File: src/rkc_pkg.sv
// Shared types, codes and constants for the RGB kernel convolution block.
package rkc_pkg;

  // Default store and kernel limits
  localparam int DEF_MAX_WIDTH  = 256;
  localparam int DEF_MAX_HEIGHT = 256;
  localparam int DEF_MAX_KERNEL = 7;

  // Field widths
  localparam int COORD_W = 8;
  localparam int CH_W    = 8;
  localparam int PIX_W   = 3 * CH_W;
  localparam int WGT_W   = 16;
  localparam int TAP_W   = 3;
  localparam int GAIN_W  = 24;
  localparam int DIM_W   = 9;
  localparam int KSZ_W   = 3;
  localparam int CFG_W   = 24;
  localparam int IDX_W   = 2;
  localparam int ACT_W   = 2;

  // Fraction bits of weight times gain (Q.12 * Q.16)
  localparam int Q_SHIFT = 28;

  // Sequencer counter and fixed phase lengths
  localparam int CNT_W     = 3;
  localparam int DRAIN_CYC = 2;
  localparam int NUM_CH    = 3;

  // Action codes
  localparam logic [ACT_W-1:0] ACT_PIXEL   = 2'd0;
  localparam logic [ACT_W-1:0] ACT_WEIGHT  = 2'd1;
  localparam logic [ACT_W-1:0] ACT_COMPUTE = 2'd2;

  // Register indexes
  localparam logic [IDX_W-1:0] REG_WIDTH  = 2'd0;
  localparam logic [IDX_W-1:0] REG_HEIGHT = 2'd1;
  localparam logic [IDX_W-1:0] REG_KSIZE  = 2'd2;
  localparam logic [IDX_W-1:0] REG_GAIN   = 2'd3;

  // Register reset values
  localparam logic [DIM_W-1:0]  RST_WIDTH  = 9'd256;
  localparam logic [DIM_W-1:0]  RST_HEIGHT = 9'd256;
  localparam logic [KSZ_W-1:0]  RST_KSIZE  = 3'd3;
  localparam logic [GAIN_W-1:0] RST_GAIN   = 24'd65536;

  // Channel slots
  localparam logic [1:0] CH_RED   = 2'd0;
  localparam logic [1:0] CH_GREEN = 2'd1;
  localparam logic [1:0] CH_BLUE  = 2'd2;

  typedef enum logic [2:0] {
    ST_IDLE,
    ST_MODX,
    ST_BACK,
    ST_MAC,
    ST_DRAIN,
    ST_SCALE,
    ST_FLUSH,
    ST_RESULT
  } rkc_state_t;

  // Sequencer to datapath control
  typedef struct packed {
    logic       clear;
    logic       issue;
    logic       scale;
    logic [1:0] ch;
  } mac_ctl_t;

endpackage

File: src/rkc_ctrl.sv
// Sequencer: wrap setup, tap address walk and phase control.
module rkc_ctrl import rkc_pkg::*; #(
  parameter int MAX_WIDTH  = DEF_MAX_WIDTH,
  parameter int MAX_HEIGHT = DEF_MAX_HEIGHT,
  parameter int MAX_KERNEL = DEF_MAX_KERNEL,
  parameter int WW  = $clog2(MAX_WIDTH + 1),
  parameter int HW  = $clog2(MAX_HEIGHT + 1),
  parameter int KW  = $clog2(MAX_KERNEL + 1),
  parameter int PAW = $clog2(MAX_WIDTH * MAX_HEIGHT),
  parameter int WAW = (MAX_KERNEL > 1) ? $clog2(MAX_KERNEL * MAX_KERNEL) : 1
) (
  input  logic               clk,
  input  logic               rst,
  input  logic               start,
  input  logic [COORD_W-1:0] cmd_x,
  input  logic [COORD_W-1:0] cmd_y,
  input  logic [WW-1:0]      img_w,
  input  logic [HW-1:0]      img_h,
  input  logic [KW-1:0]      ksize,
  input  logic               res_take,
  output logic               busy,
  output logic               res_ready,
  output mac_ctl_t           mac_ctl,
  output logic [PAW-1:0]     pix_raddr,
  output logic [WAW-1:0]     wgt_raddr
);

  localparam int KI = (MAX_KERNEL > 1) ? $clog2(MAX_KERNEL) : 1;

  rkc_state_t state, state_next;

  logic [CNT_W-1:0] cnt;
  logic [WW-1:0]    col, start_col;
  logic [HW-1:0]    row, start_row;
  logic [KI-1:0]    fx, fy;

  logic [CNT_W-1:0] ctr;
  logic [WW:0]      col_sh;
  logic [HW:0]      row_sh;
  logic [WW-1:0]    col_inc;
  logic [HW-1:0]    row_inc;
  logic             row_end, last_tap;

  assign ctr     = CNT_W'(ksize >> 1);
  assign col_sh  = {col, cmd_x[cnt]};
  assign row_sh  = {row, cmd_y[cnt]};
  assign col_inc = col + WW'(1);
  assign row_inc = row + HW'(1);
  assign row_end = (KW'(fx) + KW'(1)) == ksize;
  assign last_tap = row_end && ((KW'(fy) + KW'(1)) == ksize);

  // Next state
  always_comb begin
    state_next = state;
    case (state)
      ST_IDLE:   if (start) state_next = ST_MODX;
      ST_MODX:   if (cnt == '0) state_next = ST_BACK;
      ST_BACK:   if (cnt == '0) state_next = ST_MAC;
      ST_MAC:    if (last_tap) state_next = ST_DRAIN;
      ST_DRAIN:  if (cnt == '0) state_next = ST_SCALE;
      ST_SCALE:  if (cnt == '0) state_next = ST_FLUSH;
      ST_FLUSH:  state_next = ST_RESULT;
      ST_RESULT: if (res_take) state_next = ST_IDLE;
      default:   state_next = ST_IDLE;
    endcase
  end

  // Outputs
  always_comb begin
    busy          = (state != ST_IDLE);
    res_ready     = (state == ST_RESULT);
    mac_ctl.clear = (state == ST_IDLE);
    mac_ctl.issue = (state == ST_MAC);
    mac_ctl.scale = (state == ST_SCALE);
    mac_ctl.ch    = cnt[1:0];
    pix_raddr     = PAW'(row) * PAW'(MAX_WIDTH) + PAW'(col);
    wgt_raddr     = WAW'(fy) * WAW'(MAX_KERNEL) + WAW'(fx);
  end

  always_ff @(posedge clk) begin
    if (rst) begin
      state <= ST_IDLE;
    end else begin
      state <= state_next;
    end
  end

  // Phase counter
  always_ff @(posedge clk) begin
    if (rst) begin
      cnt <= '0;
    end else begin
      case (state)
        ST_IDLE:  cnt <= CNT_W'(COORD_W - 1);
        ST_MODX:  cnt <= (cnt == '0) ? ctr : cnt - CNT_W'(1);
        ST_MAC:   cnt <= CNT_W'(DRAIN_CYC - 1);
        ST_DRAIN: cnt <= (cnt == '0) ? CNT_W'(NUM_CH - 1) : cnt - CNT_W'(1);
        default:  cnt <= (cnt == '0) ? cnt : cnt - CNT_W'(1);
      endcase
    end
  end

  // Coordinate walk: remainder, center offset, then taps with wrap
  always_ff @(posedge clk) begin
    case (state)
      ST_IDLE: begin
        col <= '0;
        row <= '0;
        fx  <= '0;
        fy  <= '0;
      end
      ST_MODX: begin
        // one restoring remainder step per cycle
        col <= (col_sh >= {1'b0, img_w}) ? WW'(col_sh - {1'b0, img_w}) : col_sh[WW-1:0];
        row <= (row_sh >= {1'b0, img_h}) ? HW'(row_sh - {1'b0, img_h}) : row_sh[HW-1:0];
      end
      ST_BACK: begin
        if (cnt == '0) begin
          start_col <= col;
          start_row <= row;
        end else begin
          col <= (col == '0) ? img_w - WW'(1) : col - WW'(1);
          row <= (row == '0) ? img_h - HW'(1) : row - HW'(1);
        end
      end
      ST_MAC: begin
        if (row_end) begin
          fx  <= '0;
          fy  <= fy + KI'(1);
          col <= start_col;
          row <= (row_inc == img_h) ? '0 : row_inc;
        end else begin
          fx  <= fx + KI'(1);
          col <= (col_inc == img_w) ? '0 : col_inc;
        end
      end
      default: begin
        col <= col;
      end
    endcase
  end

endmodule

File: config.mk
export PLATFORM = sky130hd
export DESIGN_NAME = rkc_ctrl
export DESIGN_NICKNAME = d
export VERILOG_FILES = /design/src/rkc_pkg.sv /design/src/rkc_ctrl.sv
export SDC_FILE = /design/constraint.sdc
export NUM_CORES = 1
export LEC_CHECK = 0
export BUFFER_PORTS_ARGS = -buffer_cell sky130_fd_sc_hd__buf_2
export CAP_MARGIN = 20
export CORE_UTILIZATION = 45
export CTS_CLUSTER_SIZE = 20
export DETAILED_ROUTE_END_ITERATION = 10
export PLACE_DENSITY_LB_ADDON = 0.08
export SLEW_MARGIN = 0
export SYNTH_ARGS = -nofsm -noshare
export SYNTH_HDL_FRONTEND = slang
export SYNTH_SLANG_ARGS = --single-unit
File: constraint.sdc
create_clock -name clk -period 3.9 [get_ports clk]
set_clock_uncertainty 0.2 [all_clocks]
set_input_delay 0.78 -clock clk [delete_from_list [all_inputs] [get_ports clk]]
set_output_delay 0.78 -clock clk [all_outputs]
set_load 0.005 [all_outputs]
After elaboration in Yosys (flattened, before gate mapping)
Cells that the tools add are included.
W data, S select, Z words.
Storage, ports and cells
  RAM bits: 0
  output and inout port bits: 29
  logic and storage cells: 90
  memories: 0
  ROM bits: 0
  flip-flop bits (word level): 39
  bits in latches: 0
Cells by class
  reduce and logical (&&, ||, !) cells: 13
  add/subtract/negate cells: 13
  bitwise logic cells: 0
  multipliers: 1
  shifts and indexed selects: 0
  div/mod/pow operators: 0
  muxes and demuxes: 32
  eq/ne operators: 21
  order comparisons: 3
Operator list (count)
  $mux W9: 10
  $pmux W9 S4: 2
  $mux W3: 12
  $sub A9 B1 Y9 const B: 4
  $pmux W3 S8: 1
  $ge A10 B9 Y1: 2
  $add A9 B1 Y9 const B: 2
  $eq A9 B9 Y1: 2
  $logic_not A9 Y1: 2
  $sub A9 B9 Y9: 2
  $add A16 B9 Y16: 1
  $eq A3 B3 Y1 const B: 4
  $ne A2 B2 Y1 const B: 6
  $pmux W3 S2: 2
  $pmux W3 S4: 1
  $reduce_and A7 Y1: 1
  $add A3 B1 Y3 const B: 2
  $add A6 B3 Y6: 1
  $bmux W1 S3: 2
  $eq A3 B2 Y1 const B: 2
  $eq A3 B3 Y1: 2
  $logic_not A3 Y1: 2
  $mul A3 B3 Y6 const B: 1
  $ne A2 B1 Y1 const B: 3
  other kinds (11): 14

Logic depth before layout (Yosys ltp)
  depth in word-level cells: 5
  depth in mapped cells: 14

Least setup slack after synthesis
Ideal clock, no wire load.
  path kind: register -> register
  start: reg row[0]
  end: reg row[8], data pin
  data arrival time: 3.565 ns
  stages on the path, launching flop included: 15
  data required time: 3.441 ns
  path slack: -0.123 ns
  cells stage by stage: edfxtp_1 > clkbuf_1 > inv_1 > ha_1 > or3b_2 > nor3_2 > buf_4 > mux2i_1 > ha_1 > nor4b_1 > nand4_1 > a2111oi_2 > nand3_1 > xor2_1 > a211o_1
On the way
  word-level cells in the longest chain between the ends: 5
  elaborated cells between the ends (all ways): 12
  those cells by class: add/sub: 3; order compare: 1; eq/ne: 1; mux: 6; reduce/logical: 1
Ends and longest elaborated chain
  start: declaration: RTL line rkc_ctrl.sv:34  | logic [HW-1:0] row, start_row;
  start signal: assignment: RTL line rkc_ctrl.sv:115  | row <= (row_sh >= {1'b0, img_h}) ? HW'(row_sh - {1'b0, img_h}) : row_sh[HW-1:0];
  start signal: assignment: RTL line rkc_ctrl.sv:123  | row <= (row == '0) ? img_h - HW'(1) : row - HW'(1);
  start signal: assignment: RTL line rkc_ctrl.sv:131  | row <= (row_inc == img_h) ? '0 : row_inc;
  $add A9 B1 Y9: RTL line rkc_ctrl.sv:48  | assign row_inc = row + HW'(1);
  $eq A9 B9 Y1: RTL line rkc_ctrl.sv:131
  $mux W9: RTL line rkc_ctrl.sv:131
  $mux W9: RTL line rkc_ctrl.sv:127  | if (row_end) begin
  $pmux W9 S4 (*): RTL line rkc_ctrl.sv:105  | case (state)
Mark *: on every way between the ends. The rest lies on a longest branch, timed or not. The select of a mux whose other input is x is not followed.
A chain may end at the register's enable or synchronous reset.

Worst setup path in the final report
  start: reg fy[2]
  end: out wgt_raddr[5]
On the way
  word-level cells in the longest chain between the ends: 2
Ends and longest elaborated chain
  start: declaration: RTL line rkc_ctrl.sv:35  | logic [KI-1:0] fx, fy;
  start signal: assignment: RTL line rkc_ctrl.sv:129  | fy <= fy + KI'(1);
  $mul A3 B3 Y6: RTL line rkc_ctrl.sv:77  | wgt_raddr = WAW'(fy) * WAW'(MAX_KERNEL) + WAW'(fx);
  $add A6 B3 Y6: RTL line rkc_ctrl.sv:77
  end: declaration: RTL line rkc_ctrl.sv:25  | output logic [WAW-1:0] wgt_raddr
No other way between the ends.

==> impl_metrics.env <==
export IMPL_commonest_non_fill_non_tap_cells_in_the_layout="69 x sky130_fd_sc_hd__buf_2, 46 x sky130_fd_sc_hd__inv_1, 44 x sky130_fd_sc_hd__buf_4, 43 x sky130_fd_sc_hd__nor2_1, 42 x sky130_fd_sc_hd__ha_1"
export IMPL_cts_reportedPaths_clkPinSlew_ns=0.06
export IMPL_cp_required_ns=2.92
export IMPL_vias_per_cell=5.89
export IMPL_async_reset_ff_share_pct=0
export IMPL_grt_pass1_vias=4795
export IMPL_report_final_slew_viol_count=0
export IMPL_layout_commonest_cell="sky130_fd_sc_hd__buf_2"
export IMPL_fill_cells=1047
export IMPL_crit_family="adder cells"
export IMPL_final_layout_size_suffix_gt1_share_pct=22.9
export IMPL_avgSynthCellArea_um2=8.59
export IMPL_synth_enable_flop_cells=33
export IMPL_io_buffer_count=69
export IMPL_cp_slowest_cell="sky130_fd_sc_hd__fa_1"
export IMPL_globalplace_congestion=0.909
export IMPL_core_region_area_um2=11000
export IMPL_vdd_ir_drop_worst_v=0.000430
export IMPL_hold_viol=0
export IMPL_power_density_normalized_to_cell_area_nw_per_um2=799
export IMPL_worst_path_buf_inv=3
export IMPL_gr_usage_all_layers_pct=26.1
export IMPL_worst_slew_margin_pct=47.4
export IMPL_synthCells=601
export IMPL_area_growth_from_synthesis_to_layout_pct=15.9
export IMPL_ys_dominant_reg_cell="sky130_fd_sc_hd__edfxtp_1"
export IMPL_period_share_pct=95.5
export IMPL_postCtsSetupRepairBufs=0
export IMPL_dr_pass1_iters=4
export IMPL_tns_ns=0
export IMPL_synthesis_yosys_warnings=0
export IMPL_synth_seq_area_share_pct=21.5
export IMPL_die_width_um=109
export IMPL_layout_nets=771
export IMPL_htree_num_levels=2
export IMPL_worst_hold_slack_ns=0.368
export IMPL_hold_path_class="reg2reg"
export IMPL_synth_lib_cells_used_distinct=76
export IMPL_drc=0
export IMPL_clock_insertion_delay_worst_skew_ns=0.28
export IMPL_maxClockFrequency_ghz=0.268
export IMPL_number_of_cts_inserted_buffers=5
export IMPL_die_height_um=109
export IMPL_ctsLongestPathBuffers=2
export IMPL_drt_iter0_drc=280
export IMPL_max_cap_violations=0
export IMPL_grt_antenna_before_repair=0
export IMPL_utilization_pct=54.2
export IMPL_ios=70
export IMPL_crit_chain="fa_1, inv_1, fa_1, inv_1, fa_2, a21o_1, a21oi_2, xnor2_1, buf_2"
export IMPL_post_drt_wl_per_cell_um=18.0
export IMPL_wirelength_mm=14.8
export IMPL_worst_path_max_fanout=2
export IMPL_clockRootBuffer="sky130_fd_sc_hd__clkbuf_16"
export IMPL_floorplan_initialDensity_pct=46.8
export IMPL_layout_min_cycle_time_ns=3.73
export IMPL_mappedNetlistArea_um2=5160
export IMPL_cpPeakStageDelay_ns=0.56
export IMPL_grt_overflow_total=0
export IMPL_run_status="completed"
export IMPL_tritoncts="done"
export IMPL_rsz0062_at_grt="no"
export IMPL_worst_setup_path_end_kind="output pin"
export IMPL_static_leakage_nw=2.56
export IMPL_global_route_wire_length_before_repair_mm=24.1
export IMPL_start_kind="flop"
export IMPL_die_area_um2=11900
export IMPL_largest_net_degree_at_the_start_of_global_routing=21
export IMPL_detail_route_antenna_nets=0
export IMPL_holdBufCountCts=0
export IMPL_worst_ep_arrival_time_ns=2.75
export IMPL_total_number_of_vias=4843
export IMPL_rows=38
export IMPL_num_antenna_cells=0
export IMPL_finalSetupViolations=0
export IMPL_synth_nets=691
export IMPL_dp_final_hpwl_mm=11.8
export IMPL_path_class="reg2out"
export IMPL_synth_seq_cells=39
export IMPL_clkSinkCount=39
export IMPL_worst_pin_slew_ns=0.782
-- where the power goes --
part	internal (W)	switching [W]	total (W)
clock network	0.000302	0.000165	0.000467
logic	0.00155	0.00195	0.00350
registers	0.000690	0.000128	0.000818
total	0.00254	0.00224	0.00478
-- flip-flops by register name, indices dropped and copies added, names as in the netlist --
register   flops
fy             3
cnt            3
fx             3
row            9
col            9
state          3
start_col      9
-- cell type report --
type	count	area [um2]	area share (%)
clock inverters	3	43.8	0.732
well taps	140	175	2.93
multi-input cells	475	3680	61.4
flip-flops and latches	39	1110	18.6
inverters	47	176	2.95
clock buffers	5	125	2.09
repair buffers	113	676	11.3
-- worst register-to-register path, delay by kind of cell, from the launching register on --
family | cells | cell delay (ns)
AOI/OAI and AO/OA | 2 | 0.72
xor gates and xnor gates | 1 | 0.18
adders and majority gates | 2 | 0.38
buffers and inverters | 1 | 0.08
DFF | 1 | 0.40
muxes | 1 | 0.29
and+or+nand+nor | 5 | 1.18
-- worst paths after layout --
kind                              startpoint      endpoint  slack [ns]  cells past startpoint
worst max-delay path                   fy[2]  wgt_raddr[5]        0.17                      9
worst min-delay path            start_col[1]        col[1]        0.37                      2
worst max register to register        row[0]        row[8]        0.22                     12
worst min register to register  start_col[1]        col[1]        0.37                      2
-- synthesized netlist by cell type (all sizes together) (6+ instances only) --
master  number  share of area [%]
a211oi      12                1.7
a21oi       28                2.7
a22oi        9                1.3
a31oi        9                1.1
a32oi        6                1.0
buf         24                3.3
clkbuf      16                1.2
dfxtp        6                2.3
edfxtp      33                 19
fa           6                2.3
ha          43                 10
inv         47                3.4
mux2i       10                1.9
nand2       30                2.2
nand2b      16                1.9
nand3       31                3.1
nand4        6                1.0
nor2        43                3.1
nor2b        7               0.85
nor3        19                2.1
nor4         6                1.3
o21a         8                1.2
o21ai       20                1.9
or3          8               0.97
or4          7                1.1
xnor2       40                6.8
xor2        15                2.5
-- routing by layer --
layer	part of all wire, %	vias up	GRT usage (%)	routed length, um
li1	-	2385	-	-
met1	44	2289	32.0	6490
met2	48	132	45.3	7130
met3	4.1	37	3.47	610
met4	3.7	0	11.3	548
met5	0	-	0	0
-- per-stage QoR --
step	total power, W	instances	worst slack [ns]	area [um2]
after CTS	0.00478	822	0.00844	5980
final	0.00478	822	0.174	5980
after detailed placement	0.00429	814	0.0189	5810
after global placement	0.00426	814	0.0590	5810
after global routing	0.00521	822	0.0222	5980
after floorplan	0.00330	601	0.0842	5190
-- cells by family after synthesis --
logic type,after synthesis,synth area share [%]
mux,19,4.85
compound gates,145,20.2
simple gates,204,22.2
flops,39,21.5
fa+ha+maj,49,12.7
xor+xnor,58,10.6
buf+inv,87,7.85
-- timing repair --
| action | CTS | global route |
|---|---|---|
| gates resized for setup | 0 | 2 |
| setup endpoints to repair | 0 | 1 |
| hold endpoints to repair | 0 | 0 |
Power figures use the tool's default switching activity.
