[src/rkc_ram.sv]
// Simple dual-port synchronous RAM with registered read data.
module rkc_ram #(
  parameter int DEPTH = 64,
  parameter int DW    = 8,
  parameter int AW    = 6
) (
  input  logic          clk,
  input  logic          we,
  input  logic [AW-1:0] waddr,
  input  logic [DW-1:0] wdata,
  input  logic [AW-1:0] raddr,
  output logic [DW-1:0] rdata
);

  logic [DW-1:0] mem [DEPTH];

  // Write port
  always_ff @(posedge clk) begin
    if (we) begin
      mem[waddr] <= wdata;
    end
  end

  // Read port, data registered
  always_ff @(posedge clk) begin
    rdata <= mem[raddr];
  end

endmodule

[config.mk]
export PLATFORM = sky130hd
export DESIGN_NAME = rkc_ram
export DESIGN_NICKNAME = d
export VERILOG_FILES = /design/src/rkc_ram.sv
export SDC_FILE = /design/constraint.sdc
export NUM_CORES = 1
export LEC_CHECK = 0
export CAP_MARGIN = 20
export CORE_AREA = 4 4 157 273
export DETAILED_ROUTE_END_ITERATION = 7
export DIE_AREA = 0 0 161 277
export DONT_BUFFER_PORTS = 1
export HOLD_SLACK_MARGIN = 0.05
export PLACE_DENSITY = 0.71
export SLEW_MARGIN = 20
export SYNTH_ARGS = -nofsm -noshare
export SYNTH_HDL_FRONTEND = slang
export SYNTH_SLANG_ARGS = --single-unit
[constraint.sdc]
create_clock -name clk -period 1.8 [get_ports clk]
set_input_delay 0.18 -clock clk [delete_from_list [all_inputs] [get_ports clk]]
set_output_delay 0.18 -clock clk [all_outputs]
set_load 0.005 [all_outputs]
# Yosys cells after proc, flatten, opt, wreduce, memory -nomap -nowiden
# Memory sizes are Yosys's and may differ from the RTL's. A register that Yosys moved wholly into a read port is not among the register bits.
# Cells that the tools add are included.
# word_totals
ff_bits	0
ramBits	512
input_bits	22
output_inout_bits	8
elab_cells	3
n_memories	1
# op_classes
muxes	2
# mem_list
memory	words	width	read_ports	rd_clocked_by_memory_dff	write_ports	line	rtl
mem	64	8	1	1	1	15	logic [DW-1:0] mem [DEPTH];
# op_table
op	n
$mux 1	2

# Logic depth before layout (Yosys ltp)
# Gate-level depths: netlist of run 1.
# logic_depth
depth_word	2
ltp_mapped	9
ltp_nobuf	5

# Worst setup path before layout of run 1
# Ideal clock, no wire load.
# synth_path
path_type	input to register
from	input port raddr[1]
to	register rdata[3], read port of mem
setup_ps	128
t_arrival_ps	1720
setup_slack_ps	-48
stages	7
n_path_buf	3
path_cell_list	buf_4 buf_2 buf_2 mux4_2 mux4_2 o21ai_1 o41ai_1
# synth_rtl
item	line	rtl
start, declared	11	input logic [AW-1:0] raddr,
end, declared	12	output logic [DW-1:0] rdata

==> results of run 1 <==
cells by family (layout without fill, tap and decap cells):
family / count (synthesis) / count (layout) / synth area share
AOI/OAI and AO/OA: 54 / 54 / 0.0207
muxes: 162 / 162 / 0.159
other: 0 / 1 / 0
and+or+nand+nor: 153 / 153 / 0.0339
buffers and inverters: 51 / 185 / 0.0157
DFF: 520 / 520 / 0.770
sequential cells by signal (all words and copies together) (netlist names):
name   cells
mem      512
rdata      8
worst paths after layout:
path | cells after the start | slack (ns) | endpoint
setup / recovery | 5 | -0.03 | rdata[4]$_DFF_P_
hold / removal | 1 | -0.26 | rdata[3]$_DFF_P_
setup reg to reg | 5 | -0.03 | rdata[4]$_DFF_P_
hold reg to reg | 3 | 0.84 | rdata[6]$_DFF_P_
metrics by stage:
stage                     cell area (um^2)  hold WS (ns)   util  power (mW)
after floorplan                      20200         0.279      -        14.4
after global placement               21200         0.283  0.520        14.4
after detailed placement             21200         0.283  0.520        14.4
after CTS                            22900        -0.290  0.564        23.7
after global routing                 23000        -0.277  0.565        24.3
final                                23000        -0.260  0.565        23.5
cell usage after synthesis (all sizes together), types with 13 or more instances:
library cell,instances,share of area
mux4,126,0.14
edfxtp,512,0.76
buf,34,0.013
nor2b,14,0.0043
nand3,13,0.0032
mux2,13,0.0073
mux2i,23,0.011
nor2,83,0.015
nand2,19,0.0035
clkbuf,17,0.0032
area by class of cell:
| class | count | share of cell area |
|---|---|---|
| antenna | 1 | 0.000109 |
| multi-input combinational | 369 | 0.192 |
| sequential | 520 | 0.676 |
| timing repair buffer | 105 | 0.0430 |
| tap | 550 | 0.0299 |
| clock buffer | 63 | 0.0532 |
| clock inverter | 17 | 0.00626 |
critical path, cell delays in order, from the launching register on:
cell	delay (ns)
edfxtp_1	0.37
mux4_2	0.48
mux2_2	0.29
o221a_4	0.29
nor3_4	0.15
o32ai_1	0.13
power by group:
part | internal (mW) | leakage [nW] | switching, mW
Combinational | 0.509 | 1.92 | 0.521
Clock | 5.04 | 0.655 | 4.01
Sequential | 13.4 | 4.67 | 0.0463
what timing repair did:
action                     in CTS  in global routing
hold endpoints to repair      536                  8
pin swaps                       3                  4
gates resized for setup        13                  7
setup buffers                   0                  0
hold buffers                   19                  1
setup endpoints to repair       7                  8
routing by layer:
layer,routed length (um),up-vias
met5,0,-
met4,1820,0
met3,2690,84
met2,23600,331
met1,15400,5047
li1,-,4119
==> reports/results.txt, run 1 <==
Status: finished with violations
Failing checks: negative hold slack, negative setup slack
CTS Buf Count: 44
Syn_area_per_cell: 21.5 um^2
RSZ-0062 raised after global routing: yes
Largest net degree at the start of global routing: 138
Total Neg Setup Slack: -0.0578 ns
Via count: 9581
Setup violators final: 3
H-tree levels: 2
Post-layout min period: 1.83 ns
Clock Skew: 0.00914 ns
Post-synthesis register bit count: 520
Die Ht: 277 um
Clk_lat worst skew: 0.55 ns
Routed WL: 43.5 mm
TritonCTS Sinks: 520
Hpwl dp: 25.8 mm
Area of the multi-input gates: 0.00441 mm^2
Fmax: 548 MHz
Register area: 0.0155 mm^2
Final nets: 1062
CP Capture Type: flip-flop
GR Layer Usage met1: 0.245
# Max-Cap Violations: 0
Sequential area share after synthesis: 0.770
Die width: 161 um
# rows: 98
Worst slack, placed: -0.275 ns
Clock buffer depth: 3
Power Density: 1020 mW/mm^2
DRT antenna net count: 0
Die footprint: 0.0446 mm^2
Syn Inst Count: 940
Area grow syn2layout: 14.0%
Most frequent cells in the layout: edfxtp_1, mux4_2, buf_4, nor2_1, clkbuf_16
GPL Wtd Cong: 0.776
Crit-path max FO: 1
GRT overflow: 0
Hold Slack: -0.260 ns
Worst Hold Class: in2reg
Post-route DRC: 0
Layout cells sized above 1: 0.287
IO Pins: 30
Iteration count of the initial detailed-routing pass: 6
Most common cell after layout, fill and taps aside: edfxtp_1
CP Class: reg2reg
Asr flop ratio synth: 0
Peak VDD IR: 0.585 mV
Ys Warns: 0
Setup ws final: -0.0259 ns
Number of enable flip-flop cells after synthesis: 512
CTS root buffer: clkbuf_16
WL/cell: 26.8 um
Synth cell types: 40
Initial DRC Count: 875
P_leak: 7.25 nW
Max-slew headroom: 0.624
Fill cell count: 3043
Met3 usage: 0.0322
WP data arrival: 2.24 ns
Hold Violations, Final: 8
Non-filler instance count after layout: 1625
Met2 usage: 0.343
First-pass GRT wire length: 64.6 mm
Post-Place Cells: 1524
Initial Util: 0.495
Vias in the first global route: 9851
Gr busiest metal: met2
Reg2Reg Launch Point: mem[28][4]$_DFFE_PP_
Slew @ Worst Pin: 0.559 ns
Post-route clock period utilization: 1.01
Initial antenna violation count: 0
IO buf count: 0
CP startpoint kind: flip-flop
Final-report max-slew violation count: 0
Worst Setup SP: mem[28][4]$_DFFE_PP_
Gr usage total: 0.196
Mapped Nets: 962
Critical path required time: 2.22 ns
Most used DFF post-synth: edfxtp_1
Core Box Area: 0.0407 mm^2
CTS tree: done
Post-Syn Area: 0.0202 mm^2
Worst Min Path Start: raddr[5]
Reg clk slew, reported paths: 0.06 ns
Vias per cell: 5.90
No activity file was read; power rests on OpenSTA's default activity.
==> inputs of run 2 (changes only) <==
==> constraint.sdc (replaced) <==
create_clock -name clk -period 1.8 [get_ports clk]
set_input_delay 0.36 -clock clk [delete_from_list [all_inputs] [get_ports clk]]
set_output_delay 0.36 -clock clk [all_outputs]
set_load 0.005 [all_outputs]
==> run 2 against run 1 <==
  * The run still ends with negative hold slack, negative setup slack left
  * Worst setup slack better by 0.0063 ns
  * Global-route usage increased by 0.41 points
  * Total power up 2.6%
  * Via count grew 0.14%
  * Critical path depth did not move
  * Maximum frequency up 0.35%
==> reports/results.txt, run 2 (synthesis results as in run 1) <==
Final Cell Area: 0.0232 mm^2
Vias in the first global route: 10.2k
P_leak: 7.35 nW
Post-route DRC: 0
Fill cell count: 2985
Worst Min Path Start: raddr[5]
RSZ-0062 raised after global routing: yes
Sw Share: 0.195
Core Box Area: 0.0407 mm^2
Hpwl dp: 26.0 mm
Clock Skew: 0.0267 ns
Hold Violations, Final: 5
Crit-path max FO: 1
# rows: 98
Largest net degree at the start of global routing: 138
Layout cells sized above 1: 0.320
TritonCTS Sinks: 520
Initial Util: 0.495
Die Ht: 277 um
Postcts setup bufs: 0
WL/cell: 27.0 um
Non-filler instance count after layout: 1624
Die footprint: 0.0446 mm^2
FF-to-FF path depth: 5
Peak VDD IR: 0.894 mV
Gr usage total: 0.201
Slew @ Worst Pin: 0.599 ns
Setup violators final: 4
Diode count: 0
GPL Wtd Cong: 0.823
Clock buffer depth: 3
Worst Hold Class: in2reg
CP Class: reg2reg
WP depth: 5
WP data arrival: 2.25 ns
Int Power: 19.4 mW
Post-Place Cells: 1538
Final nets: 1061
Post-layout min period: 1.82 ns
Slowest CP cell: mux4_2
Hold Slack: -0.0694 ns
Worst slack, placed: -0.253 ns
Clk_lat worst skew: 0.56 ns
Reg clk slew, reported paths: 0.07 ns
R2r setup slk: -0.02 ns
Switching power: 4.70 mW
Most common cell after layout, fill and taps aside: edfxtp_1
Power Density: 1040 mW/mm^2
CTS tree: done
CP cell instances: mux4_2, mux2_2, o221a_4, nor3_4, o32ai_2
Initial antenna violation count: 0
Area grow syn2layout: 14.8%
Iteration count of the initial detailed-routing pass: 5
Post-route clock period utilization: 1.01
First-pass GRT wire length: 66.1 mm
Routed WL: 43.8 mm
CP startpoint kind: flip-flop
Seq pwr share: 0.557
Die width: 161 um
H-tree levels: 2
Hold Crit Endpoint: rdata[5]$_DFF_P_
Initial DRC Count: 1021
Status: finished with violations
Gate power share: 0.043
CP Capture Type: flip-flop
Largest Register: mem
Critical path required time: 2.23 ns
DRT antenna net count: 0
Critical path's largest stage delay: 0.47 ns
Hold path depth: 1
IO Pins: 30
Clock power share: 0.400
Hold buffers post-CTS: 8
Max FFs per register: 512
Via count: 9594
Most frequent cells in the layout: edfxtp_1, mux4_2, buf_4, nor2_1, clkbuf_16
Failing checks: negative hold slack, negative setup slack
# Max-Cap Violations: 0
Largest registers: mem x512, rdata x8
Setup ws final: -0.0196 ns
IO buf count: 0
DP Area: 0.0213 mm^2
CTS root buffer: clkbuf_16
Final-report max-slew violation count: 0
Vias per cell: 5.91
GRT overflow: 0
Cell family with the largest share of critical-path delay: multiplexers
Core Util, Final: 0.569
Worst r2r dst: rdata[6]$_DFF_P_
Reg2Reg Launch Point: mem[21][6]$_DFFE_PP_
CTS Buf Count: 43
Fmax: 550 MHz
Buf+Inv Stages, Crit Path: 0
Max-slew headroom: 0.597
==> run 2: power groups by stage <==
| stage | clock network, mW | logic, mW | registers (mW) |
|---|---|---|---|
| floorplan | 0 | 0.736 | 13.7 |
| global placement | 0 | 0.757 | 13.7 |
| detailed placement | 0 | 0.760 | 13.7 |
| CTS | 9.77 | 1.02 | 13.4 |
| global route | 10.3 | 1.10 | 13.4 |
| finish | 9.64 | 1.04 | 13.4 |
==> run 2: worst max-delay path by stage <==
stage | startpoint | to | slack, ns
after floorplan | raddr[0] | rdata[7]$_DFF_P_ | -0.11
after global routing | mem[55][3]$_DFFE_PP_ | rdata[3]$_DFF_P_ | -0.08
after CTS | mem[39][5]$_DFFE_PP_ | rdata[5]$_DFF_P_ | -0.03
after global placement | raddr[0] | rdata[5]$_DFF_P_ | -0.23
final | mem[21][6]$_DFFE_PP_ | rdata[6]$_DFF_P_ | -0.02
after detailed placement | raddr[0] | rdata[5]$_DFF_P_ | -0.25
==> run 2: metrics by stage <==
step	power, mW	setup TNS (ns)
finish	24.1	-0.0575
global route	24.9	-0.303
CTS	24.2	-0.0582
detailed placement	14.5	-1.20
global placement	14.5	-1.16
floorplan	14.4	-3.45
==> run 2: timing repair <==
item                                   4_1_cts  5_1_grt
resized for setup                           14       16
setup endpoints to repair                    6        8
endpoints found under the hold margin      520        8
pin swaps                                    5        7
==> run 2: final cells by class <==
type	count	area, um^2	area share
well taps	550	688	0.0297
flip-flops and latches	520	15500	0.671
clock inverters	28	310	0.0134
multi-input cells	369	4510	0.195
clock buffers	52	1160	0.0501
repair buffers	105	948	0.0410
==> run 2: routing by layer <==
layer | track usage | part of all wire | vias to the layer above
met3 | 0.0304 | 0.057 | 93
li1 | - | - | 4107
met1 | 0.242 | 0.35 | 5047
met4 | 0.0878 | 0.047 | 0
met5 | 0 | 0 | -
met2 | 0.357 | 0.55 | 347
==> inputs of run 3 (changes only) <==
--- a/config.mk
+++ b/config.mk
@@ -5,10 +5,11 @@
 export SDC_FILE = /design/constraint.sdc
 export NUM_CORES = 1
 export LEC_CHECK = 0
+export ABC_AREA = 1
 export CAP_MARGIN = 20
-export CORE_AREA = 4 4 157 273
+export CORE_AREA = 4 4 162 281
 export DETAILED_ROUTE_END_ITERATION = 7
-export DIE_AREA = 0 0 161 277
+export DIE_AREA = 0 0 166 285
 export DONT_BUFFER_PORTS = 1
 export HOLD_SLACK_MARGIN = 0.05
 export PLACE_DENSITY = 0.71
==> run 3 against run 2 <==
  * The flow now finishes without violations
  * Sequential share of layout area shrank 1.7 points
  * Routed wire length grew 18%
  * Maximum frequency grew 20%
  * Final cell count grew 51%
  * Via count grew 44%
  * Total power shrank 1.7%
  * Clock power shrank 7.5%
  * Core utilization shrank 2.0 points
  * Global-route usage grew 1.5 points
  * Register-to-register slack gained 0.48 ns
  * Synthesized cell count grew 92%
  * Critical path depth grew 5
  * Critical path type is now in2reg
  * Largest cell class unchanged
  * Highest routed layer unchanged
==> reports/results.txt, run 3 <==
Largest Register: mem
Most frequent cells in the layout: nand2_1, edfxtp_1, nand3_1, buf_4, nor2_1
Post-route DRC: 0
Core Box Area: 0.0433 mm^2
Status: finished clean
Die footprint: 0.0473 mm^2
Postcts setup bufs: 0
Hold Violations, Final: 0
Slew @ Worst Pin: 0.552 ns
RSZ-0062 raised after global routing: no
Syn_area_per_cell: 11.8 um^2
Setup violators final: 0
Post-layout min period: 1.52 ns
TritonCTS Sinks: 520
Initial Util: 0.492
Synth cell types: 16
Fill cell count: 3454
Number of enable flip-flop cells after synthesis: 512
CP Class: in2reg
Worst Hold Class: in2reg
Fmax: 659 MHz
Max FFs per register: 512
Post-route clock period utilization: 0.843
Crit-path max FO: 257
First-pass GRT wire length: 79.2 mm
# rows: 101
IO buf count: 0
Initial antenna violation count: 0
Max-slew headroom: 0.632
Top post-synthesis cells by area: edfxtp_1, nand2_1, nand3_1
P_leak: 8.59 nW
Clk_lat worst skew: 0.56 ns
# Max-Cap Violations: 0
Clock Skew: 0.0213 ns
Initial DRC Count: 1481
Reg clk slew, reported paths: 0.07 ns
Most instantiated library cell after synthesis: nand2_1
Vias per cell: 5.63
Largest registers: mem x512, rdata x8
GRT overflow: 0
DRT antenna net count: 0
Power Density: 998 mW/mm^2
Asr flop ratio synth: 0
Die Ht: 285 um
WL/cell: 21.1 um
Critical path required time: 2.30 ns
Syn Inst Count: 1805
H-tree levels: 2
Largest net degree at the start of global routing: 258
Worst slack, placed: -0.0260 ns
CP Capture Type: flip-flop
Die width: 166 um
Post-synthesis register bit count: 520
Area leader, netlist: edfxtp_1
CTS tree: done
Hpwl dp: 30.5 mm
IO Pins: 30
Clock buffer depth: 3
Layout cells sized above 1: 0.0951
Most used DFF post-synth: edfxtp_1
Mapped Nets: 1827
Most common cell after layout, fill and taps aside: nand2_1
Routed WL: 51.7 mm
Post-Syn Area: 0.0213 mm^2
Ys Warns: 0
Iteration count of the initial detailed-routing pass: 5
Final nets: 1875
Top cell type's share of synthesized area: 0.720
CTS Buf Count: 43
Sequential area share after synthesis: 0.728
Final-report max-slew violation count: 0
Top post-synthesis cells by count: nand2_1, edfxtp_1, nand3_1, nor2_1, buf_2
Via count: 13.8k
Peak VDD IR: 0.619 mV
CP startpoint kind: primary input
CTS root buffer: clkbuf_16
WP data arrival: 2.02 ns
Gr usage total: 0.215
Setup ws final: 0.283 ns
Area grow syn2layout: 11.4%
GPL Wtd Cong: 0.876
Diode count: 0
Core Util, Final: 0.548
Vias in the first global route: 13.5k
[run 3: cell types whose count changed after synthesis, moves of 8 or more]
cell	before	now
buf_6	4	35
o22ai_1	8	0
nand2_1	19	648
nor2_1	83	56
nand3_1	13	439
buf_2	11	37
nor2b_1	14	0
inv_1	0	10
mux2_2	13	0
o221ai_1	8	0
mux4_2	126	0
mux2i_1	23	0
[run 3: layout make-up]
cell class / count / area (um^2) / area share
Clock inverter: 25 / 199 / 0.00837
Timing Repair Buffer: 116 / 1180 / 0.0495
Clock buffer: 49 / 1100 / 0.0462
Sequential cell: 520 / 15500 / 0.653
Tap cell: 566 / 708 / 0.0298
Multi-Input combinational cell: 1160 / 5000 / 0.211
Inverter: 12 / 52.6 / 0.00221
[run 3: repair_timing]
| item | CTS | global route |
|---|---|---|
| gates resized for setup | 0 | 0 |
| hold buffers | 11 | 0 |
| endpoints found under the hold margin | 520 | 0 |
[run 3: where the power goes]
part / total [mW] / switching (mW) / internal (mW)
sequential: 13.4 / 0.0404 / 13.4
clock: 8.92 / 4.11 / 4.81
combinational: 1.36 / 0.933 / 0.431
[run 3: logic make-up after synthesis]
logic type	after synthesis	synth area share
buffers and inverters	125	0.0402
DFF	520	0.728
and+or+nand+nor	1160	0.232
[run 3: path summary, 6_finish.rpt]
path / start / to / slack, ns / depth (start not counted)
worst max-delay path: raddr[0] / rdata[5]$_DFF_P_ / 0.28 / 10
worst min-delay path: raddr[4] / rdata[4]$_DFF_P_ / 0.06 / 3
worst min register to register: mem[30][6]$_DFFE_PP_ / rdata[6]$_DFF_P_ / 0.83 / 8
worst max register to register: mem[13][5]$_DFFE_PP_ / rdata[5]$_DFF_P_ / 0.46 / 8
[run 3: stage by stage]
step / cells / hold slack, ns / TNS, ns / power [mW] / cell area [um^2]
after floorplan: 1805 / 0.459 / -35.43 / 14.6 / 21400
after global placement: 2363 / 0.467 / -0.0113 / 14.8 / 22200
after detailed placement: 2363 / 0.464 / -0.0260 / 14.8 / 22200
after CTS: 2448 / 0.0576 / 0 / 23.8 / 23800
after global routing: 2448 / 0.0508 / 0 / 24.4 / 23800
final: 2448 / 0.0648 / 0 / 23.7 / 23800
[run 3: per-layer routing]
metal / vias up / track usage / wire length [um]
met1: 6667 / 0.255 / 18400
met3: 144 / 0.0340 / 3480
li1: 6422 / - / -
met4: 0 / 0.109 / 2820
met2: 558 / 0.381 / 27000
met5: - / 0 / 0
[run 3: critical path: stages]
cell and delay (ns):
inv_6 0.33, buf_4 0.30, nand2_1 0.08, nand3_1 0.07, nand3_1 0.08, nand2_1 0.12, nand2_1 0.12, nand3_1 0.11
nand3_1 0.14, nand2_1 0.12
